## config.mk

```make
export PLATFORM = sky130hd
export DESIGN_NAME = imubc_div
export DESIGN_NICKNAME = d
export VERILOG_FILES = /design/src/rtl/imu_bias_calibration_assert.svh /design/src/rtl/imubc_pkg.sv /design/src/rtl/imubc_div.sv
export SDC_FILE = /design/constraint.sdc
export NUM_CORES = 1
export LEC_CHECK = 0
export BUFFER_PORTS_ARGS = -buffer_cell sky130_fd_sc_hd__buf_4
export CAP_MARGIN = 20
export CORE_MARGIN = 2
export CORE_UTILIZATION = 52
export CTS_CLUSTER_SIZE = 8
export DETAILED_ROUTE_END_ITERATION = 6
export HOLD_SLACK_MARGIN = 0.15
export PLACE_DENSITY = 0.87
export SLEW_MARGIN = 20
export SYNTH_ARGS = -nofsm -noshare
export SYNTH_HDL_FRONTEND = slang
export SYNTH_SLANG_ARGS = --single-unit
```

## constraint.sdc

```tcl
create_clock -name i_clk -period 2.9 [get_ports i_clk]
set_input_delay 0.29 -clock i_clk [delete_from_list [all_inputs] [get_ports i_clk]]
set_output_delay 0.29 -clock i_clk [all_outputs]
set_load 0.005 [all_outputs]
```

## src/rtl/imu_bias_calibration_assert.svh

```systemverilog
// Assertion macros for the IMU bias calibration block.
`ifndef IMU_BIAS_CALIBRATION_ASSERT_SVH
`define IMU_BIAS_CALIBRATION_ASSERT_SVH

// Implication checked at every clock edge outside reset.
`define IBC_ASSERT(lbl, prop, msg) \
    lbl: assert property (@(posedge i_clk) disable iff (!i_rst_n) prop) else $error(msg);

// Condition in one cycle forces a consequence in the next.
`define IBC_ASSERT_NEXT(lbl, ante, cons, msg) \
    lbl: assert property (@(posedge i_clk) disable iff (!i_rst_n) (ante) |=> (cons)) \
        else $error(msg);

`endif

```

## src/rtl/imubc_pkg.sv

```systemverilog
`timescale 1ns / 1ps
`default_nettype none
// ----------------------------------------------------------------------------
// imubc_pkg
// Types and constants shared by the IMU bias calibration modules.
// ----------------------------------------------------------------------------
package imubc_pkg;

    localparam int SAMPLE_W = 32;
    localparam int SUM_W    = 48;
    localparam int CNT_W    = 12;
    localparam int DIVC_W   = $clog2(SUM_W + 1);
    localparam int SQ_W     = 64;
    localparam int ROOT_W   = 33;
    localparam int CFG_IDX_W = 3;

    localparam logic [CFG_IDX_W-1:0] CFG_GYRO_EN  = 3'd0;
    localparam logic [CFG_IDX_W-1:0] CFG_ACCEL_EN = 3'd1;
    localparam logic [CFG_IDX_W-1:0] CFG_GYRO_N   = 3'd2;
    localparam logic [CFG_IDX_W-1:0] CFG_ACCEL_N  = 3'd3;
    localparam logic [CFG_IDX_W-1:0] CFG_IMU_NEG  = 3'd4;
    localparam logic [CFG_IDX_W-1:0] CFG_MAG_NEG  = 3'd5;

    typedef struct packed {
        logic signed [31:0] accel_x;
        logic signed [31:0] accel_y;
        logic signed [31:0] accel_z;
        logic signed [31:0] gyro_x;
        logic signed [31:0] gyro_y;
        logic signed [31:0] gyro_z;
        logic signed [31:0] mag_x;
        logic signed [31:0] mag_y;
        logic signed [31:0] mag_z;
    } t_imu_in;

    typedef struct packed {
        logic signed [31:0] out_accel_x;
        logic signed [31:0] out_accel_y;
        logic signed [31:0] out_accel_z;
        logic signed [31:0] out_gyro_x;
        logic signed [31:0] out_gyro_y;
        logic signed [31:0] out_gyro_z;
        logic signed [31:0] out_mag_x;
        logic signed [31:0] out_mag_y;
        logic signed [31:0] out_mag_z;
        logic               mag_valid;
        logic               calibrated;
        logic               sensor_missing;
    } t_imu_out;

    typedef struct packed {
        logic busy;
        logic done;
    } t_unit_stat;

    typedef enum logic [3:0] {
        S_IDLE,
        S_ACC,
        S_CHK,
        S_DIV_GO,
        S_DIV_WAIT,
        S_SQ,
        S_SQA,
        S_ROOT_GO,
        S_ROOT_WAIT,
        S_ZB,
        S_OUT
    } t_state;

endpackage
`default_nettype wire

```

## src/rtl/imubc_div.sv

```systemverilog
`timescale 1ns / 1ps
`default_nettype none
// ----------------------------------------------------------------------------
// imubc_div
// Restoring divider, one quotient bit per cycle, for the axis means.
// ----------------------------------------------------------------------------
module imubc_div (
    input  wire                            i_clk,
    input  wire                            i_rst_n,
    input  wire                            i_start,
    input  wire  [imubc_pkg::SUM_W-1:0]    i_dividend,
    input  wire  [imubc_pkg::CNT_W-1:0]    i_divisor,
    output imubc_pkg::t_unit_stat          o_stat,
    output logic [imubc_pkg::SUM_W-1:0]    o_quot
);
    import imubc_pkg::*;

    logic [CNT_W-1:0]  r_rem, n_rem;
    logic [SUM_W-1:0]  r_q, n_q;
    logic [CNT_W-1:0]  r_d;
    logic [DIVC_W-1:0] r_cnt;
    logic              r_busy, r_done;
    logic [CNT_W:0]    trial;
    logic              qbit;

    always_comb begin
        trial = {r_rem, r_q[SUM_W-1]};
        qbit  = (trial >= {1'b0, r_d});
        n_rem = qbit ? CNT_W'(trial - {1'b0, r_d}) : trial[CNT_W-1:0];
        n_q   = {r_q[SUM_W-2:0], qbit};
    end

    always_ff @(posedge i_clk) begin
        if (!i_rst_n) begin
            r_busy <= 1'b0;
            r_done <= 1'b0;
            r_cnt  <= '0;
        end else begin
            r_done <= 1'b0;
            if (i_start) begin
                r_busy <= 1'b1;
                r_cnt  <= '0;
                r_rem  <= '0;
                r_q    <= i_dividend;
                r_d    <= i_divisor;
            end else if (r_busy) begin
                r_rem <= n_rem;
                r_q   <= n_q;
                r_cnt <= r_cnt + 1'b1;
                if (r_cnt == DIVC_W'(SUM_W - 1)) begin
                    r_busy <= 1'b0;
                    r_done <= 1'b1;
                end
            end
        end
    end

    assign o_stat = '{busy: r_busy, done: r_done};
    assign o_quot = r_q;

endmodule
`default_nettype wire

```

==> impl_metrics.toml <==
[timing]
finalSetupTns_ns = 0
slew_violations = 0
worst_pin_slew_ns = 0.731
min_period_ns = 2.40
rsz0062_at_grt = "no"
finalHoldViolCount = 0
clock_skew_ns = 0.0131
period_share_pct = 82.9
fmax_ghz = 0.416
setup_violations = 0
slew_headroom_pct = 51.2

[power_and_ir_drop]
power.leakage_nw = 2.11
peakVddDrop_mv = 0.361
power-per-cell-area_mw_per_mm2 = 561

[floorplanning]
num_rows = 31
die_w_um = 90.3
die_h_um = 90.3
pin_count = 113
die-area_mm2 = 0.00815
coreArea_mm2 = 0.00721
initial_core_util_pct = 53.7

[global_route]
grt_usage_pct = 20.8
grt_pass1_vias = 2858
grt_pass1_wl_um = 13400
grt_overflow = 0
grt_start_max_net_pins = 47
antenna_found_initial = 0

[critical_path]
cp_slowest_cell = "edfxtp_1"
critPathTopFamily = "simple AND/OR/NAND/NOR gates"
rrSetupSlack_ns = 0.50
crit_chain = "ha_1 -> a21oi_1 -> o21ai_1 -> or4_4 -> a21oi_4 -> nor2_4 -> mux2i_1 -> nor2_1"
worstReg2RegEnd = "r_rem[9]$_SDFFCE_PP0P_"
critical_path_class = "reg2reg"
path_max_fanout = 15
worstReg2RegStart = "r_rem[5]$_SDFFCE_PP0P_"
required_ns = 2.98
slowest_delay_ns = 0.44
cp.arrival_ns = 2.48
cp-start-kind = "flop"
cp-end-kind = "flop"
crit_buf_inv = 0
reg2reg_depth = 8

[placement]
hpwl_um = 5970
gp_congestion = 0.838
place.detailed.instances = 476
portBuffers = 112

[drt]
drt_iter0_markers = 110
drc = 0
vias_per_cell = 5.28
wire_per_inst_um = 16.6
route.vias.total = 2662
first_pass_iters = 4
antenna_left = 0
finalWirelength_um = 8350

[yosys]
yosysUniqueCellTypes = 44
avgSynthCellArea_um2 = 14.1
synth_top_cell_by_area = "edfxtp_1"
async_reset_ff_share_pct = 0
synth_top_area_share_pct = 55.9
synth_area_leaders = "edfxtp_1 (56%), mux2_2 (14%), ha_1 (4.2%), dfxtp_1 (4.1%), mux2i_1 (2.6%)"
ys_ff_latch = 80
seq_area_frac_synth_pct = 60.0
ys_dominant_reg_cell = "edfxtp_1"
syn_area_mm2 = 0.00387
yosysWarningCount = 0
synth_edf_count = 72
syn_nets = 351
netlist_instances = 274

[clock_network]
cts_max_level = 3
clock_sinks = 80
cts_tree = "done"
cts.path.max_buffers = 2
clk_latency_ns = 0.34
root_buffer = "clkbuf_8"
cts_resized = 0
post_cts_buffers = 0
cts_buffers = 9
clk_pin_slew_ns = 0.09

[status]
status = "completed"

[worst_hold_path]
hold_path_end = "r_done$_SDFF_PP0_"
min-delay-start = "i_rst_n"
worst_hold_path_type = "in2reg"
holdPathStages = 3

[final_layout]
synthToLayoutAreaGrowth_pct = 33.1
layout_common_cells = "buf_4 (113), edfxtp_1 (72), mux2_2 (47)"
antenna_cells = 0
fin_nets = 477
nFillCells = 510
mostFrequentLayoutCell = "buf_4"
fin_cells = 504
drive_gt1_share_pct = 45.2

[run]
cap_violations = 0
timing repair:
action	in CTS	in global routing
setup endpoints to repair	0	0
hold endpoints to repair	12	0
hold buffers	12	0
state kept, by name (all words and copies together) (netlist names):
signal,cells
r_rem,12
r_done,1
r_busy,1
r_cnt,6
r_d,12
o_quot,48
how the worst max path moves through the flow:
stage,to,start,slack (ns),depth (start not counted)
2_1_floorplan,o_quot[0]$_DFFE_PP_,r_busy$_SDFF_PN0_,0.46,2
3_3_place_gp,r_rem[8]$_SDFFCE_PP0P_,o_quot[47]$_DFFE_PP_,0.62,10
3_5_place_dp,r_rem[11]$_SDFFCE_PP0P_,r_rem[5]$_SDFFCE_PP0P_,0.55,7
4_1_cts,r_rem[6]$_SDFFCE_PP0P_,r_rem[5]$_SDFFCE_PP0P_,0.52,7
5_1_grt,r_rem[10]$_SDFFCE_PP0P_,o_quot[47]$_DFFE_PP_,0.31,10
6_report,r_rem[9]$_SDFFCE_PP0P_,r_rem[5]$_SDFFCE_PP0P_,0.50,8
cell families (layout without fill, tap and decap cells):
| family | count (synthesis) | in the layout | share of synthesized area, % |
|---|---|---|---|
| AOI/OAI and AO/OA | 32 | 32 | 6.53 |
| xor gates and xnor gates | 14 | 14 | 3.17 |
| adders and majority gates | 14 | 14 | 4.72 |
| buffers and inverters | 24 | 155 | 2.71 |
| DFF | 80 | 80 | 60.0 |
| muxes | 57 | 57 | 16.3 |
| and+or+nand+nor | 53 | 53 | 6.63 |
metal layers:
layer | global-route usage [%] | up-vias | share of wire, %
li1 | - | 1269 | -
met5 | 0 | - | 0
met4 | 6.79 | 0 | 2.0
met3 | 8.43 | 16 | 8.5
met1 | 23.8 | 1281 | 39
met2 | 35.5 | 96 | 50
through the flow:
| stage | total power, mW | hold slack (ns) | util (%) | cell area, µm² | worst slack [ns] |
|---|---|---|---|---|---|
| floorplan | 1.78 | 0.389 | - | 3870 | 0.465 |
| global placement | 1.96 | 0.469 | 66.6 | 4810 | 0.623 |
| detailed placement | 1.99 | 0.470 | 66.6 | 4810 | 0.548 |
| CTS | 2.91 | 0.209 | 71.4 | 5150 | 0.524 |
| global route | 3.02 | 0.228 | 71.4 | 5150 | 0.306 |
| finish | 2.89 | 0.229 | 71.4 | 5150 | 0.495 |
cell usage after synthesis (2+ instances only):
cell and instances:
a211oi_2 3, a21boi_0 2, a21o_1 4, a21oi_1 6, buf_4 2, clkbuf_1 7, dfxtp_1 8, edfxtp_1 72
ha_1 13, inv_1 13, mux2_2 47, mux2i_1 10, nand2_1 9, nand2b_1 2, nand4_1 2, nor2_1 25
nor2b_1 4, nor3_1 2, o21a_1 3, o21ai_1 2, o21bai_1 2, o41ai_1 2, xnor2_1 10, xor2_1 4
worst min-delay path, stage by stage:
cell and delay (ns):
buf_4 0.12, nand3b_1 0.08, nor4_1 0.04
report_power, final:
group / total [mW] / switching, mW / internal (mW)
combinational: 0.572 / 0.263 / 0.309
clock: 0.912 / 0.403 / 0.509
sequential: 1.40 / 0.0446 / 1.36
area by class of cell:
class	instances	area (µm²)	share of cell area, %
Clock buffer	11	141	2.74
Clock inverter	5	81.3	1.58
Inverter	13	48.8	0.947
Multi-Input combinational cell	170	1450	28.1
Sequential cell	80	2320	45.1
Tap cell	99	124	2.40
Timing Repair Buffer	126	988	19.2
Note: power is estimated with default switching activity, not from simulation.
