File: src/rtl/imu_bias_calibration_assert.svh
// Assertion macros for the IMU bias calibration block.
`ifndef IMU_BIAS_CALIBRATION_ASSERT_SVH
`define IMU_BIAS_CALIBRATION_ASSERT_SVH

// Implication checked at every clock edge outside reset.
`define IBC_ASSERT(lbl, prop, msg) \
    lbl: assert property (@(posedge i_clk) disable iff (!i_rst_n) prop) else $error(msg);

// Condition in one cycle forces a consequence in the next.
`define IBC_ASSERT_NEXT(lbl, ante, cons, msg) \
    lbl: assert property (@(posedge i_clk) disable iff (!i_rst_n) (ante) |=> (cons)) \
        else $error(msg);

`endif

File: src/rtl/imubc_pkg.sv
`timescale 1ns / 1ps
`default_nettype none
// ----------------------------------------------------------------------------
// imubc_pkg
// Types and constants shared by the IMU bias calibration modules.
// ----------------------------------------------------------------------------
package imubc_pkg;

    localparam int SAMPLE_W = 32;
    localparam int SUM_W    = 48;
    localparam int CNT_W    = 12;
    localparam int DIVC_W   = $clog2(SUM_W + 1);
    localparam int SQ_W     = 64;
    localparam int ROOT_W   = 33;
    localparam int CFG_IDX_W = 3;

    localparam logic [CFG_IDX_W-1:0] CFG_GYRO_EN  = 3'd0;
    localparam logic [CFG_IDX_W-1:0] CFG_ACCEL_EN = 3'd1;
    localparam logic [CFG_IDX_W-1:0] CFG_GYRO_N   = 3'd2;
    localparam logic [CFG_IDX_W-1:0] CFG_ACCEL_N  = 3'd3;
    localparam logic [CFG_IDX_W-1:0] CFG_IMU_NEG  = 3'd4;
    localparam logic [CFG_IDX_W-1:0] CFG_MAG_NEG  = 3'd5;

    typedef struct packed {
        logic signed [31:0] accel_x;
        logic signed [31:0] accel_y;
        logic signed [31:0] accel_z;
        logic signed [31:0] gyro_x;
        logic signed [31:0] gyro_y;
        logic signed [31:0] gyro_z;
        logic signed [31:0] mag_x;
        logic signed [31:0] mag_y;
        logic signed [31:0] mag_z;
    } t_imu_in;

    typedef struct packed {
        logic signed [31:0] out_accel_x;
        logic signed [31:0] out_accel_y;
        logic signed [31:0] out_accel_z;
        logic signed [31:0] out_gyro_x;
        logic signed [31:0] out_gyro_y;
        logic signed [31:0] out_gyro_z;
        logic signed [31:0] out_mag_x;
        logic signed [31:0] out_mag_y;
        logic signed [31:0] out_mag_z;
        logic               mag_valid;
        logic               calibrated;
        logic               sensor_missing;
    } t_imu_out;

    typedef struct packed {
        logic busy;
        logic done;
    } t_unit_stat;

    typedef enum logic [3:0] {
        S_IDLE,
        S_ACC,
        S_CHK,
        S_DIV_GO,
        S_DIV_WAIT,
        S_SQ,
        S_SQA,
        S_ROOT_GO,
        S_ROOT_WAIT,
        S_ZB,
        S_OUT
    } t_state;

endpackage
`default_nettype wire

File: src/rtl/imubc_sqrt.sv
`timescale 1ns / 1ps
`default_nettype none
// ----------------------------------------------------------------------------
// imubc_sqrt
// Bit-pair square root with round to nearest, two radicand bits per cycle.
// ----------------------------------------------------------------------------
module imubc_sqrt (
    input  wire                            i_clk,
    input  wire                            i_rst_n,
    input  wire                            i_start,
    input  wire  [imubc_pkg::SQ_W-1:0]     i_val,
    output imubc_pkg::t_unit_stat          o_stat,
    output logic [imubc_pkg::ROOT_W-1:0]   o_root
);
    import imubc_pkg::*;

    logic [SQ_W-1:0]   r_res, r_rem, r_bit;
    logic [ROOT_W-1:0] r_root;
    logic              r_busy, r_done;
    logic [SQ_W-1:0]   t;

    assign t = r_res + r_bit;

    always_ff @(posedge i_clk) begin
        if (!i_rst_n) begin
            r_busy <= 1'b0;
            r_done <= 1'b0;
        end else begin
            r_done <= 1'b0;
            if (i_start) begin
                r_busy <= 1'b1;
                r_res  <= '0;
                r_rem  <= i_val;
                r_bit  <= SQ_W'(1) << (SQ_W - 2);
            end else if (r_busy) begin
                if (r_bit == '0) begin
                    // remainder is v - res^2: round up when it passes res
                    r_root <= ROOT_W'(r_res) + ROOT_W'(r_rem > r_res);
                    r_busy <= 1'b0;
                    r_done <= 1'b1;
                end else begin
                    if (r_rem >= t) begin
                        r_rem <= r_rem - t;
                        r_res <= (r_res >> 1) + r_bit;
                    end else begin
                        r_res <= r_res >> 1;
                    end
                    r_bit <= r_bit >> 2;
                end
            end
        end
    end

    assign o_stat = '{busy: r_busy, done: r_done};
    assign o_root = r_root;

endmodule
`default_nettype wire

File: config.mk
export PLATFORM = sky130hd
export DESIGN_NAME = imubc_sqrt
export DESIGN_NICKNAME = d
export VERILOG_FILES = /design/src/rtl/imu_bias_calibration_assert.svh /design/src/rtl/imubc_pkg.sv /design/src/rtl/imubc_sqrt.sv
export SDC_FILE = /design/constraint.sdc
export NUM_CORES = 1
export LEC_CHECK = 0
export BUFFER_PORTS_ARGS = -buffer_cell sky130_fd_sc_hd__buf_4
export CAP_MARGIN = 20
export CORE_ASPECT_RATIO = 1.2
export CORE_MARGIN = 2
export CORE_UTILIZATION = 50
export DETAILED_ROUTE_END_ITERATION = 16
export PLACE_DENSITY_LB_ADDON = 0.2
export SYNTH_ARGS = -nofsm -noshare
export SYNTH_HDL_FRONTEND = slang
export SYNTH_SLANG_ARGS = --single-unit
export TNS_END_PERCENT = 50
File: constraint.sdc
create_clock -name i_clk -period 18.17 [get_ports i_clk]
set_input_delay 0.9085 -clock i_clk [delete_from_list [all_inputs] [get_ports i_clk]]
set_output_delay 0.9085 -clock i_clk [all_outputs]
set_load 0.005 [all_outputs]
==> impl_summary.md <==
Run status
The run finished with clean final reports.

Layout
The finished layout cell area is 19,920 µm². The total area of sequential cells is 5836 µm². The core utilization of the finished layout is 55.26%. In the final design database the tool counted 2,422 nets. The number of antenna diodes in the final layout is 0. The multi-input combinational cells in the finished layout cover a total of 11,730 µm². The area growth from synthesis to layout is 8.670%. The top cell types in the final layout, fill and taps aside, are 230 x sky130_fd_sc_hd__nand2_1, 196 x sky130_fd_sc_hd__ha_1, 193 x sky130_fd_sc_hd__edfxtp_1. The library cell used most frequently in the layout, excluding fill and tap cells, is sky130_fd_sc_hd__nand2_1. The share of layout cells above drive strength 1 is a little under a tenth.

The fill cell instance count of the final layout is 3,468.

Clocking
The sink count of the clock tree is 195. The tree is rooted in a sky130_fd_sc_hd__clkbuf_16. The post-CTS clock slew at the launch and capture registers of the worst setup and hold paths is 0.08 ns. The count of H-tree levels built during CTS is 4. Once the clock tree was built, the resizer swapped 0 gates to a different size. For the worst-skew pair, the clock arrives at the later sink with an insertion delay of 0.49 ns. The post-CTS setup-driven buffer insertion count is 0. TritonCTS built the clock tree. The clock passes through at most 2 buffers. The total CTS buffers is 17. The hold buffer count at CTS is 0.

Routing
For this run, the detailed router's first-pass iteration total came to 5. The wire length after detailed routing is between 50 and 60 mm. The number of remaining DRC errors is 0. The average via count per standard cell is 6.241. The vias after detailed routing is 16,470.

The average wire per cell in the routed design is between 20 and 25 µm. The DRC violation total after the first TritonRoute iteration is 1,190. In this run the remaining antenna-violating nets after routing total 0.

Power
IR analysis of the VDD net gives a maximum drop of roughly 0.074 mV. The analysis attributes to cell leakage a power of approximately 0.0078 µW. The design draws 1967 µW. Dividing total power by cell area gives a power density of 98.76 nW/µm².

Floorplan
The width of the die is 178.8 µm. The initial standard-cell utilization of the core is about half. The height of the chip is 213.7 µm. The region available for standard cell placement spans 36,040 µm². Pin placement for this block handled between 100 and 150 I/O pins. The floorplan has between 70 and 80 rows.

The die outline area is around 38,000 µm².

Placement
The routability-driven placement congestion ratio is approximately 0.96. Buffers placed on the I/O ports in this run total 101. The final HPWL from detailed placement is 45.28 mm. Once placement finished, the instance area stood at between 15,000 and 20,000 µm².

Hold path
The startpoint identified for the worst hold timing path is r_busy. The worst hold-check path type is reg2reg. The cell depth of the worst min-delay path is 2.

STA
In the finished design, the share of the clock period the worst path needs comes to 36.88%. Setup repair after global routing left no endpoint under its margin. The achievable frequency is 149.2 MHz.

At the pin with the least slew margin, the transition time is 0.9426 ns. The clock period could shrink to between 6 and 7 ns. The count of endpoints failing setup in the final report is 0. The clock skew is approximately 0.024 ns. Headroom to the max-slew limit came out at 35.54%. The count of final hold-check violations is 0. The final number of max-transition violations is 0. The accumulated negative setup slack is 0 ns.

Global route
The global-route congestion overflow total is 0. The pin count of the biggest net entering global routing is 65. The initial antenna violation count came to 0.

The via count of the first global-routing pass is roughly 16,000. The overall track demand over capacity in global routing is 30.52%. The first global-routing pass estimated between 80 and 90 mm of wire.

Critical path
The most critical setup path has its startpoint at r_res[6]. The worst setup path is of the reg2reg kind. The arrival time of the worst setup path is 6.80 ns. The nature of the critical path startpoint is a flop. The logic depth of the worst register-to-register path is 22. STA classifies the critical path endpoint as a flop. At the worst endpoint, the required time is 18.27 ns. The highest fanout seen on the critical path is 64. The worst reg2reg path startpoint is r_res[6].

Synthesis
The sequential cell area fraction in the yosys report is a little under a third. The number of synthesis warnings is 0. The number of nets produced by synthesis is 2,388. The synthesized design contains ~200 register bits.

sky130_fd_sc_hd__edfxtp_1 takes more of the synthesized area than any other cell. For this run, the leading register cell type out of synthesis is sky130_fd_sc_hd__edfxtp_1. The count of distinct cell types in the synthesized netlist is between 80 and 90. For this run, asynchronously set or reset flops after synthesis account for 0%.

The gate count after technology mapping is 2,124. In this run the cell area of the synthesized design comes to 18,330 µm². The number of synthesized flops with an enable pin is 193. The share of synthesized area in the top cell type comes to 31.62%.

The synthesized area per cell is 8.629 µm². Ranked by total cell area, the synthesized netlist is headed by sky130_fd_sc_hd__edfxtp_1 32%, sky130_fd_sc_hd__ha_1 13%, sky130_fd_sc_hd__xnor2_1 6.5%, sky130_fd_sc_hd__nand2_1 4.7%, sky130_fd_sc_hd__o21ai_0 4.4%.

Run
Max-cap violations in this run came to 0.
## cells by family after synthesis
kind of cell	count (synthesis)	share of synthesized area, %
buf+inv	195	4.301
simple gates	701	18.52
compound gates	635	22.19
flops	195	31.84
fa+ha+maj	197	13.49
mux	5	0.2935
xor+xnor	196	9.366
## critical path, stage by stage, from the launching register on
cell	delay, ns
sky130_fd_sc_hd__edfxtp_1	0.53
sky130_fd_sc_hd__ha_1	0.41
sky130_fd_sc_hd__and4_1	0.22
sky130_fd_sc_hd__a21oi_2	0.09
sky130_fd_sc_hd__or4_4	0.52
sky130_fd_sc_hd__a21oi_2	0.19
sky130_fd_sc_hd__a22oi_2	0.10
sky130_fd_sc_hd__o21ai_2	0.20
sky130_fd_sc_hd__and4_1	0.26
sky130_fd_sc_hd__a21oi_2	0.06
sky130_fd_sc_hd__o41ai_2	0.38
sky130_fd_sc_hd__xnor2_1	0.18
sky130_fd_sc_hd__ha_1	0.43
sky130_fd_sc_hd__nand2_1	0.10
sky130_fd_sc_hd__nor2_1	0.27
sky130_fd_sc_hd__nand2_1	0.13
sky130_fd_sc_hd__nor4_1	0.33
sky130_fd_sc_hd__a21bo_2	0.26
sky130_fd_sc_hd__a21boi_1	0.26
sky130_fd_sc_hd__nor4_4	0.08
sky130_fd_sc_hd__buf_4	0.34
sky130_fd_sc_hd__a21boi_4	0.22
sky130_fd_sc_hd__buf_4	0.71
## power by group
| part | internal (µW) | switching [µW] |
|---|---|---|
| clock | 180 | 196 |
| combinational | 367 | 589 |
| sequential | 567 | 68.5 |
## cell type report
type | instances | share of cell area, %
Clock buffer | 18 | 2.155
Tap cell | 468 | 2.940
Multi-Input combinational cell | 1734 | 58.91
Timing Repair Buffer | 112 | 4.240
Clock inverter | 14 | 0.6031
Inverter | 98 | 1.847
Sequential cell | 195 | 29.30
## layer usage
| layer | global-route usage [%] | part of all wire (%) | wire length (µm) | up-vias |
|---|---|---|---|---|
| li1 | - | - | - | 7922 |
| met1 | 31.45 | 36 | 20850 | 7783 |
| met2 | 56.92 | 52 | 29990 | 557 |
| met3 | 3.599 | 3.7 | 2148 | 209 |
| met4 | 21.75 | 7.7 | 4408 | 0 |
| met5 | 0 | 0 | 0 | - |
## cells in the mapped netlist (all sizes together), types with 23 or more instances
library cell    n
clkbuf         65
a21o           58
nor3           32
edfxtp        193
nor4           23
inv            97
a211oi         35
o21bai         26
xor2           59
buf            32
xnor2         137
nor2b          49
nand3          53
a21oi         167
nand2         230
o21ai         175
nor2          151
ha            196
nand4          68
a31oi          65
## worst paths after layout
kind,endpoint,slack [ns]
worst max-delay path,r_rem[8],11.47
worst min register to register,r_busy,0.65
worst min-delay path,r_busy,0.65
worst max register to register,r_rem[8],11.47
## flip-flops by register name (all words and copies together) (netlist names)
register  count
r_rem        64
r_res        64
o_root       33
r_bit        32
r_busy        1
r_done        1
## stage by stage
stage	hold slack (ns)	cells	setup WS, ns
floorplan	0.4497	2124	4.215
global placement	0.6297	2607	11.62
detailed placement	0.6215	2607	11.49
CTS	0.6386	2639	11.47
global route	0.6514	2639	10.99
finish	0.6514	2639	11.47
Note: power is estimated with default switching activity, not from simulation.
